`src/sv/etc1_pkg.sv`:
```
// Shared types, constants and helpers for the ETC1 block decoder.
// No dependencies; every other file imports this package.
package etc1_pkg;

  // Default depth of the queue between the front and back ends
  localparam int unsigned QUEUE_DEPTH = 2;

  // Input beat: one color block plus its alpha word
  typedef struct packed {
    logic [63:0] color_word;
    logic [63:0] alpha_word;
  } in_beat_t;

  // Output beat: one decoded pixel
  typedef struct packed {
    logic [1:0] pixel_x;
    logic [1:0] pixel_y;
    logic [7:0] red;
    logic [7:0] green;
    logic [7:0] blue;
    logic [7:0] alpha;
    logic       last;
  } out_beat_t;

  // Classified block, handed from front to back through the queue
  typedef struct packed {
    logic [7:0]  base1_r;
    logic [7:0]  base1_g;
    logic [7:0]  base1_b;
    logic [7:0]  base2_r;
    logic [7:0]  base2_g;
    logic [7:0]  base2_b;
    logic [2:0]  tab1;
    logic [2:0]  tab2;
    logic        flip;
    logic [15:0] idx_lo;
    logic [15:0] idx_hi;
    logic [63:0] alpha_word;
  } blk_desc_t;

  // 4-bit to 8-bit expansion by replication
  function automatic logic [7:0] widen4(input logic [3:0] n);
    return {n, n};
  endfunction

  // 5-bit to 8-bit expansion, top bits copied into the low end
  function automatic logic [7:0] widen5(input logic [4:0] n);
    return {n, n[4:2]};
  endfunction

  // Modifier magnitude: sel_big picks the larger entry of the table row
  function automatic logic [7:0] mod_mag(input logic [2:0] tab, input logic sel_big);
    logic [7:0] small_v;
    logic [7:0] big_v;
    begin
      unique case (tab)
        3'd0: begin small_v = 8'd2;  big_v = 8'd8;   end
        3'd1: begin small_v = 8'd5;  big_v = 8'd17;  end
        3'd2: begin small_v = 8'd9;  big_v = 8'd29;  end
        3'd3: begin small_v = 8'd13; big_v = 8'd42;  end
        3'd4: begin small_v = 8'd18; big_v = 8'd60;  end
        3'd5: begin small_v = 8'd24; big_v = 8'd80;  end
        3'd6: begin small_v = 8'd33; big_v = 8'd106; end
        3'd7: begin small_v = 8'd47; big_v = 8'd183; end
        default: begin small_v = 8'd0; big_v = 8'd0; end
      endcase
      return sel_big ? big_v : small_v;
    end
  endfunction

endpackage

```
`src/sv/etc1_front.sv`:
```
// Front end: accepts color/alpha beats and classifies each block into
// base colours, table codes and pixel indices. Depends on etc1_pkg.
module etc1_front import etc1_pkg::*; (
  input  logic      clk,
  input  logic      rst_n,
  input  logic      in_valid,
  output logic      in_stall,
  input  in_beat_t  in_data,
  output logic      push_valid,
  input  logic      push_ready,
  output blk_desc_t push_data
);

  logic      fr_valid_r, fr_valid_nxt;
  blk_desc_t fr_desc_r, fr_desc_nxt;
  logic      accept;

  // Bases for one channel: byte holds both 4-bit values or base5 + delta3
  function automatic logic [15:0] chan_bases(input logic [7:0] b, input logic diff);
    logic [4:0] sum5;
    begin
      sum5 = b[7:3] + {{2{b[2]}}, b[2:0]};
      if (diff) begin
        return {widen5(b[7:3]), widen5(sum5)};
      end else begin
        return {widen4(b[7:4]), widen4(b[3:0])};
      end
    end
  endfunction

  // Holding register stalls only while the queue refuses it
  assign in_stall = fr_valid_r && !push_ready;
  assign accept   = in_valid && !in_stall;

  // Classify the incoming block
  always_comb begin
    logic [15:0] rb, gb, bb;
    logic        diff;
    diff = in_data.color_word[33];
    rb   = chan_bases(in_data.color_word[63:56], diff);
    gb   = chan_bases(in_data.color_word[55:48], diff);
    bb   = chan_bases(in_data.color_word[47:40], diff);
    fr_desc_nxt.base1_r    = rb[15:8];
    fr_desc_nxt.base2_r    = rb[7:0];
    fr_desc_nxt.base1_g    = gb[15:8];
    fr_desc_nxt.base2_g    = gb[7:0];
    fr_desc_nxt.base1_b    = bb[15:8];
    fr_desc_nxt.base2_b    = bb[7:0];
    fr_desc_nxt.tab1       = in_data.color_word[39:37];
    fr_desc_nxt.tab2       = in_data.color_word[36:34];
    fr_desc_nxt.flip       = in_data.color_word[32];
    fr_desc_nxt.idx_lo     = in_data.color_word[15:0];
    fr_desc_nxt.idx_hi     = in_data.color_word[31:16];
    fr_desc_nxt.alpha_word = in_data.alpha_word;
  end

  // Valid tracking of the holding register
  always_comb begin
    if (accept) begin
      fr_valid_nxt = 1'b1;
    end else if (push_ready) begin
      fr_valid_nxt = 1'b0;
    end else begin
      fr_valid_nxt = fr_valid_r;
    end
  end

  always_ff @(posedge clk) begin
    if (!rst_n) begin
      fr_valid_r <= 1'b0;
    end else begin
      fr_valid_r <= fr_valid_nxt;
    end
  end

  always_ff @(posedge clk) begin
    if (accept) begin
      fr_desc_r <= fr_desc_nxt;
    end
  end

  assign push_valid = fr_valid_r;
  assign push_data  = fr_desc_r;

endmodule

```
`src/sv/etc1_queue.sv`:
```
// Short FIFO of classified blocks between front and back ends.
// Depends on etc1_pkg for the descriptor type.
module etc1_queue import etc1_pkg::*; #(
  parameter int unsigned DEPTH = QUEUE_DEPTH
) (
  input  logic      clk,
  input  logic      rst_n,
  input  logic      push_valid,
  output logic      push_ready,
  input  blk_desc_t push_data,
  output logic      pop_valid,
  input  logic      pop_ready,
  output blk_desc_t pop_data
);

  localparam int unsigned PTR_W = (DEPTH > 1) ? $clog2(DEPTH) : 1;
  localparam int unsigned CNT_W = $clog2(DEPTH + 1);

  blk_desc_t        mem_r [DEPTH];
  logic [PTR_W-1:0] wr_ptr_r, wr_ptr_nxt;
  logic [PTR_W-1:0] rd_ptr_r, rd_ptr_nxt;
  logic [CNT_W-1:0] count_r, count_nxt;
  logic             do_push, do_pop;

  assign push_ready = (count_r != CNT_W'(DEPTH));
  assign pop_valid  = (count_r != '0);
  assign do_push    = push_valid && push_ready;
  assign do_pop     = pop_valid && pop_ready;
  assign pop_data   = mem_r[rd_ptr_r];

  // Pointer wrap and fill count
  always_comb begin
    wr_ptr_nxt = wr_ptr_r;
    rd_ptr_nxt = rd_ptr_r;
    count_nxt  = count_r;
    if (do_push) begin
      wr_ptr_nxt = (wr_ptr_r == PTR_W'(DEPTH - 1)) ? '0 : wr_ptr_r + 1'b1;
    end
    if (do_pop) begin
      rd_ptr_nxt = (rd_ptr_r == PTR_W'(DEPTH - 1)) ? '0 : rd_ptr_r + 1'b1;
    end
    if (do_push && !do_pop) begin
      count_nxt = count_r + 1'b1;
    end else if (do_pop && !do_push) begin
      count_nxt = count_r - 1'b1;
    end
  end

  always_ff @(posedge clk) begin
    if (!rst_n) begin
      wr_ptr_r <= '0;
      rd_ptr_r <= '0;
      count_r  <= '0;
    end else begin
      wr_ptr_r <= wr_ptr_nxt;
      rd_ptr_r <= rd_ptr_nxt;
      count_r  <= count_nxt;
    end
  end

  // Storage
  always_ff @(posedge clk) begin
    if (do_push) begin
      mem_r[wr_ptr_r] <= push_data;
    end
  end

endmodule

```
`src/sv/etc1_back.sv`:
```
// Back end: walks the sixteen pixels of a classified block, one per beat,
// into a registered output stage. Depends on etc1_pkg.
module etc1_back import etc1_pkg::*; (
  input  logic      clk,
  input  logic      rst_n,
  input  logic      alpha_en,
  input  logic      pop_valid,
  output logic      pop_ready,
  input  blk_desc_t pop_data,
  output logic      out_valid,
  input  logic      out_stall,
  output out_beat_t out_data
);

  blk_desc_t cur_r, cur_nxt;
  logic      busy_r, busy_nxt;
  logic [3:0] cnt_r, cnt_nxt;
  logic      out_valid_r, out_valid_nxt;
  out_beat_t out_r, out_nxt;
  logic      adv, done, take;

  // Sequencing
  assign adv       = busy_r && (!out_valid_r || !out_stall);
  assign done      = adv && (cnt_r == 4'd15);
  assign pop_ready = !busy_r || done;
  assign take      = pop_ready && pop_valid;

  always_comb begin
    cur_nxt  = take ? pop_data : cur_r;
    busy_nxt = take ? 1'b1 : (done ? 1'b0 : busy_r);
    if (take) begin
      cnt_nxt = 4'd0;
    end else if (adv) begin
      cnt_nxt = cnt_r + 4'd1;
    end else begin
      cnt_nxt = cnt_r;
    end
    out_valid_nxt = adv ? 1'b1 : (out_stall ? out_valid_r : 1'b0);
  end

  // Clamp base + modifier to 0..255
  function automatic logic [7:0] sat_add(input logic [7:0] base, input logic [7:0] mag,
                                         input logic neg);
    logic signed [9:0] s;
    begin
      s = neg ? ($signed({2'b00, base}) - $signed({2'b00, mag}))
              : ($signed({2'b00, base}) + $signed({2'b00, mag}));
      if (s < 0) begin
        return 8'd0;
      end else if (s > 10'sd255) begin
        return 8'd255;
      end else begin
        return s[7:0];
      end
    end
  endfunction

  // Current pixel
  always_comb begin
    logic       sb;
    logic [1:0] idx;
    logic [2:0] tab;
    logic [7:0] mag;
    logic [3:0] nib;
    sb  = cur_r.flip ? cnt_r[1] : cnt_r[3];
    idx = {cur_r.idx_hi[cnt_r], cur_r.idx_lo[cnt_r]};
    tab = sb ? cur_r.tab2 : cur_r.tab1;
    mag = mod_mag(tab, idx[0]);
    nib = cur_r.alpha_word[{cnt_r, 2'b00} +: 4];
    out_nxt.pixel_x = cnt_r[3:2];
    out_nxt.pixel_y = cnt_r[1:0];
    out_nxt.red     = sat_add(sb ? cur_r.base2_r : cur_r.base1_r, mag, idx[1]);
    out_nxt.green   = sat_add(sb ? cur_r.base2_g : cur_r.base1_g, mag, idx[1]);
    out_nxt.blue    = sat_add(sb ? cur_r.base2_b : cur_r.base1_b, mag, idx[1]);
    out_nxt.alpha   = alpha_en ? widen4(nib) : 8'hFF;
    out_nxt.last    = (cnt_r == 4'd15);
  end

  always_ff @(posedge clk) begin
    if (!rst_n) begin
      busy_r      <= 1'b0;
      cnt_r       <= 4'd0;
      out_valid_r <= 1'b0;
    end else begin
      busy_r      <= busy_nxt;
      cnt_r       <= cnt_nxt;
      out_valid_r <= out_valid_nxt;
    end
  end

  always_ff @(posedge clk) begin
    cur_r <= cur_nxt;
    if (adv) begin
      out_r <= out_nxt;
    end
  end

  assign out_valid = out_valid_r;
  assign out_data  = out_r;

endmodule

```
`src/sv/etc1_block_decode.sv`:
```
// ETC1 block decoder top level: front end, block queue and pixel back end.
// Depends on etc1_pkg, etc1_front, etc1_queue and etc1_back.
//
// Each accepted beat is one 64-bit ETC1 block with its 64-bit alpha word; the
// block answers with sixteen pixel beats in column-major order, the sixteenth
// flagged last. The result port carries one pixel per cycle while out_stall is
// low; a block passes the holding register, queue and back end's block register
// before its first pixel leaves the output register. The front end registers
// and classifies a block while the back end is still emitting the previous
// one, and the queue (QDEPTH entries) absorbs further blocks, so the input is
// not held off until the queue and holding register are full. cfg_we/cfg_wdata
// set alpha_enable and should only change while no block is in flight.
module etc1_block_decode import etc1_pkg::*; #(
  parameter int unsigned QDEPTH = QUEUE_DEPTH
) (
  input  logic      clk,
  input  logic      rst_n,
  input  logic      cfg_we,
  input  logic      cfg_wdata,
  input  logic      in_valid,
  output logic      in_stall,
  input  in_beat_t  in_data,
  output logic      out_valid,
  input  logic      out_stall,
  output out_beat_t out_data
);

  logic      alpha_en_r;
  logic      push_valid, push_ready, pop_valid, pop_ready;
  blk_desc_t push_data, pop_data;

  // Configuration register
  always_ff @(posedge clk) begin
    if (!rst_n) begin
      alpha_en_r <= 1'b0;
    end else if (cfg_we) begin
      alpha_en_r <= cfg_wdata;
    end
  end

  etc1_front u_front (
    .clk        (clk),
    .rst_n      (rst_n),
    .in_valid   (in_valid),
    .in_stall   (in_stall),
    .in_data    (in_data),
    .push_valid (push_valid),
    .push_ready (push_ready),
    .push_data  (push_data)
  );

  etc1_queue #(.DEPTH(QDEPTH)) u_queue (
    .clk        (clk),
    .rst_n      (rst_n),
    .push_valid (push_valid),
    .push_ready (push_ready),
    .push_data  (push_data),
    .pop_valid  (pop_valid),
    .pop_ready  (pop_ready),
    .pop_data   (pop_data)
  );

  etc1_back u_back (
    .clk       (clk),
    .rst_n     (rst_n),
    .alpha_en  (alpha_en_r),
    .pop_valid (pop_valid),
    .pop_ready (pop_ready),
    .pop_data  (pop_data),
    .out_valid (out_valid),
    .out_stall (out_stall),
    .out_data  (out_data)
  );

endmodule

```
`config.mk`:
```
export PLATFORM = sky130hd
export DESIGN_NAME = etc1_block_decode
export DESIGN_NICKNAME = d
export VERILOG_FILES = /design/src/sv/etc1_pkg.sv /design/src/sv/etc1_front.sv /design/src/sv/etc1_queue.sv /design/src/sv/etc1_back.sv /design/src/sv/etc1_block_decode.sv
export SDC_FILE = /design/constraint.sdc
export NUM_CORES = 1
export LEC_CHECK = 0
export ABC_AREA = 1
export BUFFER_PORTS_ARGS = -buffer_cell sky130_fd_sc_hd__clkbuf_2
export CORE_MARGIN = 4
export CORE_UTILIZATION = 50
export DETAILED_ROUTE_END_ITERATION = 10
export PLACE_DENSITY = 0.68
export SLEW_MARGIN = 20
export SYNTH_ARGS = -nofsm -noshare
export SYNTH_HDL_FRONTEND = slang
export SYNTH_SLANG_ARGS = --single-unit
```
`constraint.sdc`:
```
create_clock -name clk -period 15.9 [get_ports clk]
set_input_delay 0.795 -clock clk [delete_from_list [all_inputs] [get_ports clk]]
set_output_delay 0.795 -clock clk [all_outputs]
set_load 0.02 [all_outputs]
```
After elaboration in Yosys (flattened, before gate mapping)
Memories as Yosys holds them, arrays and structs flattened. A register that Yosys moved wholly into a read port is not among the register bits.
Cells that the tools add are included.
Widths: inputs -> output; s select.
{"block": "word_totals", "output_inout_bits": 39, "memories": 2, "ff_bits": 200, "latchBits": 0, "ramBits": 302, "inputBits": 134, "word_cells": 108, "mem_bits_ro": 112}
{"memory": "u_queue.mem_r", "depth": 2, "width": 151, "rd": 1, "rd_ports_with_merged_regs": 1, "write_ports": 1, "line_no": "etc1_queue.sv:19", "source": "blk_desc_t mem_r [DEPTH];"}
{"memory": "(no name shown)", "depth": 8, "width": 14, "rd": 1, "rd_ports_with_merged_regs": 0, "write_ports": 0, "line_no": "etc1_pkg.sv:56", "source": "unique case (tab)"}
{"block": "classes", "order_cmp": 7, "eq_ne": 3, "n_mux": 31, "add_sub_neg": 14, "div_mod_pow": 0, "bitwise": 1, "n_reduce_logical": 22, "mul": 0, "n_shift": 1}
{"cell": "$shiftx 64x7->4", "count": 1}
{"cell": "$mux 8", "count": 7}
{"cell": "$mux 12", "count": 3}
{"cell": "$gt 10x9->1 const B", "count": 3}
{"cell": "$lt 10x1->1 const B", "count": 3}
{"cell": "$mux 10", "count": 3}
{"cell": "$add 8x8->9", "count": 3}
{"cell": "$sub 8x8->9", "count": 3}
{"cell": "$add 5x5->5", "count": 3}
{"cell": "$mux 1", "count": 13}
{"cell": "$bmux 1 s4", "count": 2}
{"cell": "$logic_and 1x1->1", "count": 8}
{"cell": "$reduce_bool 2->1", "count": 4}
{"cell": "$logic_not 1->1", "count": 7}
{"cell": "$lt 4x5->1 const B", "count": 1}
{"cell": "$add 4x1->4 const B", "count": 1}
{"cell": "$eq 4x4->1 const B", "count": 1}
{"cell": "$mux 2", "count": 2}
{"cell": "$mux 3", "count": 1}
{"cell": "$add 1x1->1 const B", "count": 2}
{"cell": "$add 2x1->2 const B", "count": 1}
{"cell": "$logic_or 1x1->1", "count": 2}
{"cell": "$ne 2x1->1 const B", "count": 1}
{"cell": "$ne 2x2->1 const B", "count": 1}
{"cell": "other kinds (3)", "count": 3}

Logic depth before layout (Yosys ltp)
Gate-level depths: netlist of the first run.
{"block": "logic_depth", "word_depth": 9, "depth_mapped": 25, "mapped_depth_nobuf": 24}

Cells and area by module
From an unflattened synthesis of the first run, not the netlist that was laid out.
{"block": "unflattened", "hier_cells": 1837, "area_unflattened_um2": 27064.7}
{"mod": "etc1_queue", "seq_area_each_um2": 9168.8, "cells_per_inst": 507, "area_per_inst_um2": 11501.0, "n_inst": 1}
{"mod": "etc1_back", "seq_area_each_um2": 5645.4, "cells_per_inst": 994, "area_per_inst_um2": 10054.6, "n_inst": 1}
{"mod": "etc1_front", "seq_area_each_um2": 4554.4, "cells_per_inst": 330, "area_per_inst_um2": 5467.7, "n_inst": 1}
{"mod": "etc1_block_decode", "seq_area_each_um2": 20.0, "cells_per_inst": 6, "area_per_inst_um2": 41.3, "n_inst": 1}

Worst setup path after synthesis of the first run
No wires, ideal clock.
{"block": "synth_path", "path_kind": "flip-flop to flip-flop", "from": "reg u_queue.count_r[0]", "to": "mem u_queue.mem_r[1][0] (netlist bit) (enable)", "period_less_slack_ps": 7634, "t_required_ps": 15236, "setup_time_ps": 664, "stages_incl_launch_ff": 5, "arrival_ps": 6969, "path_slack_ps": 8266, "path_buffers": 0, "path_cell_list": "dfxtp_1 -> inv_1 -> a21oi_1 -> inv_1 -> nor2_1"}
{"block": "synth_via", "elab_chain_cells": 4}
{"element": "start, declared", "line_no": "etc1_queue.sv:22", "source": "logic [CNT_W-1:0] count_r, count_nxt;"}
{"element": "start signal, assigned", "line_no": "etc1_queue.sv:57", "source": "count_r <= count_nxt;"}
{"element": "$ne 2x2->1", "line_no": "etc1_queue.sv:25", "source": "assign push_ready = (count_r != CNT_W'(DEPTH));"}
{"element": "$logic_and 1x1->1", "line_no": "etc1_queue.sv:27", "source": "assign do_push = push_valid && push_ready;"}
{"element": "via u_queue.do_push", "line_no": "etc1_queue.sv:23", "source": "logic do_push, do_pop;"}
{"element": "$mux 1", "line_no": "etc1_queue.sv:63", "source": "if (do_push) begin"}
{"element": "$mux 1 (implied by the code)", "line_no": "etc1_queue.sv:64", "source": "mem_r[wr_ptr_r] <= push_data;"}
{"element": "end, declared", "line_no": "etc1_queue.sv:19"}
The timed path passes the listed nets, and every way through them passes these cells.

Worst setup path after layout of the first run
{"block": "layout_path", "from": "reg u_back.cnt_r[3]", "to": "reg u_back.out_r, in the netlist u_back.out_data[31] (data pin)"}
{"block": "layout_via", "elab_chain_cells": 8, "word_cells_on_any_way": 15, "classes_between": "2 x add/sub; 2 x order compare; 10 x mux; 1 x memory"}
{"element": "start, declared", "line_no": "etc1_back.sv:17", "source": "logic [3:0] cnt_r, cnt_nxt;"}
{"element": "start signal, assigned", "line_no": "etc1_back.sv:86", "source": "cnt_r <= cnt_nxt;"}
{"element": "$mux 1", "line_no": "etc1_back.sv:65", "source": "sb = cur_r.flip ? cnt_r[1] : cnt_r[3];"}
{"element": "$mux 3", "line_no": "etc1_back.sv:67", "source": "tab = sb ? cur_r.tab2 : cur_r.tab1;"}
{"element": "$mem_v2 8x14"}
{"element": "$mux 8", "line_no": "etc1_pkg.sv:67", "source": "return sel_big ? big_v : small_v;"}
{"element": "$add 8x8->9 or $sub 8x8->9 (tied branches)", "line_no": "etc1_back.sv:47, etc1_back.sv:46"}
{"element": "$mux 10 *", "line_no": "etc1_back.sv:46", "source": "s = neg ? ($signed({2'b00, base}) - $signed({2'b00, mag}))"}
{"element": "$gt 10x9->1", "line_no": "etc1_back.sv:50", "source": "end else if (s > 10'sd255) begin"}
{"element": "$mux 8", "line_no": "etc1_back.sv:50"}
{"element": "end signal, assigned", "line_no": "etc1_back.sv:94", "source": "out_r <= out_nxt;"}
{"element": "end, declared", "line_no": "etc1_back.sv:19", "source": "out_beat_t out_r, out_nxt;"}
Every way passes the cells marked *; elsewhere a longest branch is shown, timed or not. The select of a mux whose other input is x is not followed.
A chain may end at the register's enable or synchronous reset.

==> results of run 1 <==
registers in the layout (all words and copies together), names as in the netlist:
register,cells
u_queue.mem_r,302
u_back.cur_r,151
u_front.push_data,151
u_back.out_data,33
u_back.cnt_r,4
u_queue.count_r,2
alpha_en_r,1
u_back.busy_r,1
u_back.out_valid,1
u_front.push_valid,1
u_queue.rd_ptr_r,1
u_queue.wr_ptr_r,1
critical path, stage by stage (launching register included):
cell and delay, ns:
dfxtp_1 0.73, inv_4 0.18, o21ai_4 0.82, nand2_1 0.16, o21ai_2 0.19, inv_1 0.12
ha_1 0.25, o21ai_0 0.26, inv_1 0.06, nand2_1 0.06, o21ai_1 0.32, fa_1 0.56
o21ai_0 0.39, nand2_1 0.12, nand2_1 0.08, nand2_1 0.04, nand2_1 0.06, nand2_1 0.04
nand2_1 0.07, nor2_1 0.04
cells in the mapped netlist (all sizes together), types with 6 or more instances:
| cell | n |
|---|---|
| o211ai | 15 |
| nand3 | 80 |
| xor2 | 11 |
| nor3 | 7 |
| buf | 32 |
| ha | 71 |
| o21ai | 106 |
| inv | 169 |
| mux2 | 20 |
| nor2 | 77 |
| clkbuf | 50 |
| nand2 | 749 |
| a21oi | 55 |
| o21bai | 6 |
| fa | 9 |
| nand4 | 13 |
| dfxtp | 12 |
| o221ai | 11 |
| edfxtp | 637 |
kinds of logic after synthesis:
| kind of cell | Yosys count | synth area share |
|---|---|---|
| mux | 20 | 0.008407 |
| fa+ha+maj | 80 | 0.03989 |
| compound gates | 212 | 0.04587 |
| flops | 649 | 0.7230 |
| buf+inv | 251 | 0.03970 |
| xor+xnor | 16 | 0.005231 |
| simple gates | 927 | 0.1379 |
layout make-up:
type,instances,area share
clock inverter,42,0.01419
antenna,1,0.00008228
multi-input combinational,1255,0.2095
tap,688,0.02830
clock buffer,80,0.05743
timing repair buffer,187,0.03201
inverter,169,0.02152
sequential,649,0.6370
final timing paths:
path	startpoint	endpoint	slack, ns
setup / recovery	u_back.cnt_r[3]	u_back.out_data[31]	11.06
hold / removal	in_data[61]	u_front.push_data[61]	0.36
setup reg to reg	u_back.cnt_r[3]	u_back.out_data[31]	11.06
hold reg to reg	u_front.push_data[130]	u_queue.mem_r[1][130]	0.44
metrics by stage:
step           setup slack (ns)  hold slack, ns  cells  utilization
2_1_floorplan             8.266          0.4095   2155            -
3_3_place_gp              11.08          0.4235   2948       0.5351
3_5_place_dp              11.06          0.4306   2948       0.5351
4_1_cts                   11.02          0.3272   3070       0.5764
5_1_grt                   10.46          0.3249   3070       0.5764
6_report                  11.06          0.3615   3071       0.5765
power by group:
group | switching (mW) | internal [mW]
clock network | 0.647 | 0.880
logic | 1.63 | 0.711
registers | 0.127 | 2.42
metal layers:
layer | global-route usage | vias up | wire length, um
met5 | 0 | - | 20
li1 | - | 7730 | -
met3 | 0.03673 | 106 | 2802
met1 | 0.2605 | 7487 | 23570
met2 | 0.2994 | 418 | 25180
met4 | 0.05717 | 2 | 1448
==> metrics.md, run 1 <==
| Metric | Value |
|---|---|
| VDD IR max | `roughly 140 uV` |
| Vias per cell | `between 5 and 6` |
| Final period utilization | `0.3041` |
| F_max | `between 200 and 250 MHz` |
| Worst r2r path cells | `19` |
| Synth Warn # | `0` |
| Fin crit period | `approximately 4.8 ns` |
| CP Max Fanout | `34` |
| Clock sink count | `about 650` |
| Placed cell area | `28230 um2` |
| Num CTS Buffers | `between 60 and 70` |
| RSZ-0062 raised after global routing | `false` |
| FF+latch area | `a little under 20000 um2` |
| Final Max Slew Viols | `0` |
| CTS root buf | `clkbuf_16` |
| Top_reg_cell synth | `edfxtp_1` |
| Post-route DRC | `0` |
| Iteration-0 DRC Markers | `roughly 1200` |
| Post-CTS Setup Bufs | `0` |
| Die height | `approximately 240 um` |
| DR pass1 iterations | `5` |
| Static Leak | `around 12 nW` |
| Fraction of layout cells with a size suffix above 1 | `0.1440` |
| Number of global-route vias before repair | `~15000` |
| Total number of vias | `roughly 16000` |
| Count of cell types in the netlist | `39` |
| Commonest non-fill, non-tap cell in the layout | `nand2_1` |
| Area of the multi-input gates | `6371 um2` |
| Worst Path Class, Setup | `flop to flop` |
| Outcome | `finished clean` |
| EDFF count, synth | `637` |
| CTS tree | `built` |
| Worst Tran Pin Value | `around 1 ns` |
| Layout Nets | `2543` |
| Boundary Pins | `around 170` |
| CP Capture Type | `flop` |
| Total core area | `52760 um2` |
| Slew margin rel. | `0.3299` |
| PD cells | `~210 nW/um2` |
| Post-synth top area share | `0.7141` |
| Routed Antenna Nets | `0` |
| Largest net degree at the start of global routing | `92` |
| Syn Area/Cell | `between 10 and 15 um2` |
| Post-cts sizing count | `0` |
| Initial antenna violation count | `3` |
| Syn Std Cell Area | `between 20000 and 30000 um2` |
| Area contributors post-synth | `edfxtp_1 71%, nand2_1 10%, ha_1 3.3%` |
| Final Power | `6.411 mW` |
| Worst hold path depth | `1` |
| Buffers added on ports | `~170` |
| Starting Density | `0.5077` |
| Final Skew | `between 0.015 and 0.02 ns` |
| Die area | `roughly 57000 um2` |
| Hpwl dp | `between 30000 and 40000 um` |
| Final hold violation count | `0` |
| CP startpoint kind | `flop` |
| Endpoints failing setup | `0` |
| FILL cells | `~4200` |
| Standard-cell rows | `84` |
| Clock Latency Late Sink | `0.61 ns` |
| WL per Instance | `approximately 17 um` |
| Die span in x | `239.5 um` |
| Longest Clk Path Bufs | `3` |
| Worst path required time | `about 16 ns` |
| GRT overflow | `0` |
| Area leader, netlist | `edfxtp_1` |
| Flops & latches, synth | `649` |
| Total negative slack | `0 ns` |
| Cells after Synth | `2155` |
| Syn_nets | `2369` |
| Final GP Congestion | `0.8681` |
| First-pass GRT wire length | `roughly 83000 um` |
| WL final | `53030 um` |
| Arr. time, crit path | `5.18 ns` |
| Maximum capacitance violations | `0` |
| Area delta synth->final | `13.54%` |
| CTS clock-pin slew for the worst setup and hold paths | `0.06 ns` |
| CTS H-tree lvls | `3` |
| Finished layout cell area | `between 30000 and 40000 um2` |
| Async S/R FF share, synth | `0` |
| Most frequent cells in the layout | `743 x nand2_1, 637 x edfxtp_1, 172 x clkbuf_2, 160 x inv_1, 96 x o21ai_0` |
| Seq/Total Area, Yosys | `0.7230` |
| Hold-fix buffers at CTS | `0` |
| GRT Overall Usage | `0.1862` |
| Min-Delay Path Class | `primary input to flop` |
(Power assumes the default switching activity.)
==> inputs of run 2 (changes only) <==
==> constraint.sdc (replaced) <==
create_clock -name clk -period 5.06 [get_ports clk]
set_input_delay 0.253 -clock clk [delete_from_list [all_inputs] [get_ports clk]]
set_output_delay 0.253 -clock clk [all_outputs]
set_load 0.02 [all_outputs]
==> metrics.md, run 2 (synthesis results as in run 1) <==
| Metric | Value |
|---|---|
| Clock sink count | `649 (unchanged)` |
| Min-delay src | `in_data[107] (was in_data[61])` |
| Final GP Congestion | `0.8692 (was 0.8681)` |
| CP startpoint kind | `flop (unchanged)` |
| WL per Instance | `17.38 um (was 17.27 um)` |
| VDD IR max | `345.2 uV (was 137.4 uV)` |
| Number of global-route vias before repair | `16030 (was 15370)` |
| GRT Overall Usage | `0.1957 (was 0.1862)` |
| Place WS | `1.203 ns (was 11.06 ns)` |
| Fin util | `0.5999 (was 0.5765)` |
| Worst R2R Setup Slack | `1.17 ns (was 11.06 ns)` |
| Min-Delay Path Class | `primary input to flop (unchanged)` |
| Total number of vias | `16230 (was 15740)` |
| Worst path required time | `5.39 ns (was 16.24 ns)` |
| GRT overflow | `0 (unchanged)` |
| Layout Nets | `2669 (was 2543)` |
| Longest Clk Path Bufs | `3 (unchanged)` |
| Worst setup margin | `1.166 ns (was 11.06 ns)` |
| Starting Density | `0.5077 (unchanged)` |
| Reg with most FFs | `u_queue.mem_r (unchanged)` |
| WL final | `55500 um (was 53030 um)` |
| Reg-to-reg endpoint | `u_back.out_data[9] (was u_back.out_data[31])` |
| Largest net degree at the start of global routing | `118 (was 92)` |
| Vias per cell | `5.082 (was 5.126)` |
| Area delta synth->final | `18.16% (was 13.54%)` |
| Final period utilization | `0.7696 (was 0.3041)` |
| Most frequent cells in the layout | `743 x nand2_1, 637 x edfxtp_1, 172 x clkbuf_2, 160 x inv_1, 125 x dlygate4sd3_1 (was 743 x nand2_1, 637 x edfxtp_1, 172 x clkbuf_2, 160 x inv_1, 96 x o21ai_0)` |
| DR pass1 iterations | `6 (was 5)` |
| Buffers added on ports | `172 (unchanged)` |
| Boundary Pins | `173 (unchanged)` |
| Outcome | `finished clean (unchanged)` |
| CP Capture Type | `flop (unchanged)` |
| Final Max Slew Viols | `0 (unchanged)` |
| Die area | `57340 um2 (unchanged)` |
| Iteration-0 DRC Markers | `1271 (was 1246)` |
| Worst Tran Pin Value | `1.008 ns (was 1.001 ns)` |
| Hold path endpoint | `u_front.push_data[110] (was u_front.push_data[61])` |
| Largest register FFs | `302 (unchanged)` |
| Commonest non-fill, non-tap cell in the layout | `nand2_1 (unchanged)` |
| Final hold violation count | `0 (unchanged)` |
| Clock Latency Late Sink | `0.60 ns (was 0.61 ns)` |
| Placed cells | `2949 (was 2948)` |
| PD cells | `638.4 nW/um2 (was 210.8 nW/um2)` |
| Worst hold path depth | `3 (was 1)` |
| F_max | `256.8 MHz (was 206.8 MHz)` |
| Hpwl dp | `34900 um (was 33930 um)` |
| Die span in x | `239.5 um (unchanged)` |
| Endpoints failing setup | `0 (unchanged)` |
| Fin crit period | `3.894 ns (was 4.835 ns)` |
| Finished Layout Cells | `3193 (was 3071)` |
| CTS tree | `built (unchanged)` |
| FILL cells | `4008 (was 4209)` |
| Worst reg2reg startpoint | `u_back.cur_r[96] (was u_back.cnt_r[3])` |
| Maximum capacitance violations | `0 (unchanged)` |
| Slew margin rel. | `0.3280 (was 0.3299)` |
| Final Skew | `0.01954 ns (was 0.01981 ns)` |
| CTS clock-pin slew for the worst setup and hold paths | `0.06 ns (about the same)` |
| Num CTS Buffers | `67 (unchanged)` |
| Fraction of layout cells with a size suffix above 1 | `0.1341 (was 0.1440)` |
| Final Power | `20.21 mW (was 6.411 mW)` |
| Routed Antenna Nets | `0 (unchanged)` |
| Area of the multi-input gates | `6371 um2 (unchanged)` |
| Total core area | `52760 um2 (unchanged)` |
| Post-route DRC | `0 (unchanged)` |
| CTS root buf | `clkbuf_16 (unchanged)` |
| ANT cells | `0 (was 1)` |
| Standard-cell rows | `84 (unchanged)` |
| Initial antenna violation count | `1 (was 3)` |
| Post-cts sizing count | `0 (unchanged)` |
| Hold-fix buffers at CTS | `125 (was 0)` |
| RSZ-0062 raised after global routing | `false (unchanged)` |
| CTS H-tree lvls | `3 (unchanged)` |
| Arr. time, crit path | `4.22 ns (was 5.18 ns)` |
| Worst Path Class, Setup | `flop to flop (unchanged)` |
| FF+latch area | `19370 um2 (unchanged)` |
| Worst r2r path cells | `18 (was 19)` |
| Post-CTS Setup Bufs | `0 (unchanged)` |
| First-pass GRT wire length | `87730 um (was 83430 um)` |
| Static Leak | `12.76 nW (was 12.25 nW)` |
| CP Max Fanout | `29 (was 34)` |
| Die height | `239.5 um (unchanged)` |
[run 2: cell count changes in the layout (fill, tap and decap cells not counted), moves of 2 or more]
cell,previous run,this run
buf_12,0,3
buf_4,15,13
bufinv_16,5,3
clkinv_1,10,14
clkinv_2,11,8
dlygate4sd3_1,0,125
inv_16,1,3
inv_6,5,2
[run 2: layout make-up]
class	count	share of cell area
Clock buffer	81	0.05495
Clock inverter	38	0.01210
Inverter	169	0.02067
Multi-Input combinational cell	1255	0.2013
Sequential cell	649	0.6121
Tap cell	688	0.02720
Timing Repair Buffer	313	0.07171
[run 2: critical path, cell delays in order (launching register included)]
cell and delay, ns:
edfxtp_1 0.42, nand2_1 0.13, o21ai_4 0.09, buf_4 0.24, o21ai_2 0.45, inv_1 0.12
nand2_1 0.11, nand2_1 0.06, nand2_1 0.06, nand2_1 0.07, inv_1 0.27, ha_1 0.20
inv_1 0.05, fa_1 0.39, nand3_1 0.15, a21oi_1 0.09, nor2_1 0.26, a21boi_2 0.33
o21ai_0 0.11
[run 2: per-layer routing]
layer	GRT usage	up-vias	part of all wire
li1	-	7990	-
met5	0	-	0.00036
met1	0.2681	7703	0.43
met2	0.3216	423	0.49
met3	0.03708	109	0.048
met4	0.06157	2	0.029
[run 2: power breakdown]
group	leakage, nW	switching (mW)	internal (mW)	total [mW]
registers	6.09	0.429	7.60	8.03
logic	5.66	5.15	2.32	7.47
clock network	1.02	2.05	2.65	4.70
total	12.8	7.63	12.6	20.2
[run 2: how the worst max path moves through the flow]
stage / startpoint / end / cells after the start
2_1_floorplan: u_queue.count_r[0] / u_queue.mem_r[1][0] / 4
3_3_place_gp: u_back.cur_r[96] / u_back.out_data[9] / 18
3_5_place_dp: u_back.cur_r[96] / u_back.out_data[9] / 18
4_1_cts: u_back.cur_r[96] / u_back.out_data[9] / 18
5_1_grt: u_back.cur_r[96] / u_back.out_data[9] / 18
6_report: u_back.cur_r[96] / u_back.out_data[9] / 18
[run 2: through the flow]
stage | hold slack (ns) | setup TNS [ns] | area, um2
6_report | 0.05731 | 0 | 31650
5_1_grt | 0.02814 | 0 | 31650
4_1_cts | 0.0003050 | 0 | 31650
2_1_floorplan | 0.3465 | -4.241 | 26790
3_3_place_gp | 0.4220 | 0 | 28280
3_5_place_dp | 0.4290 | 0 | 28280
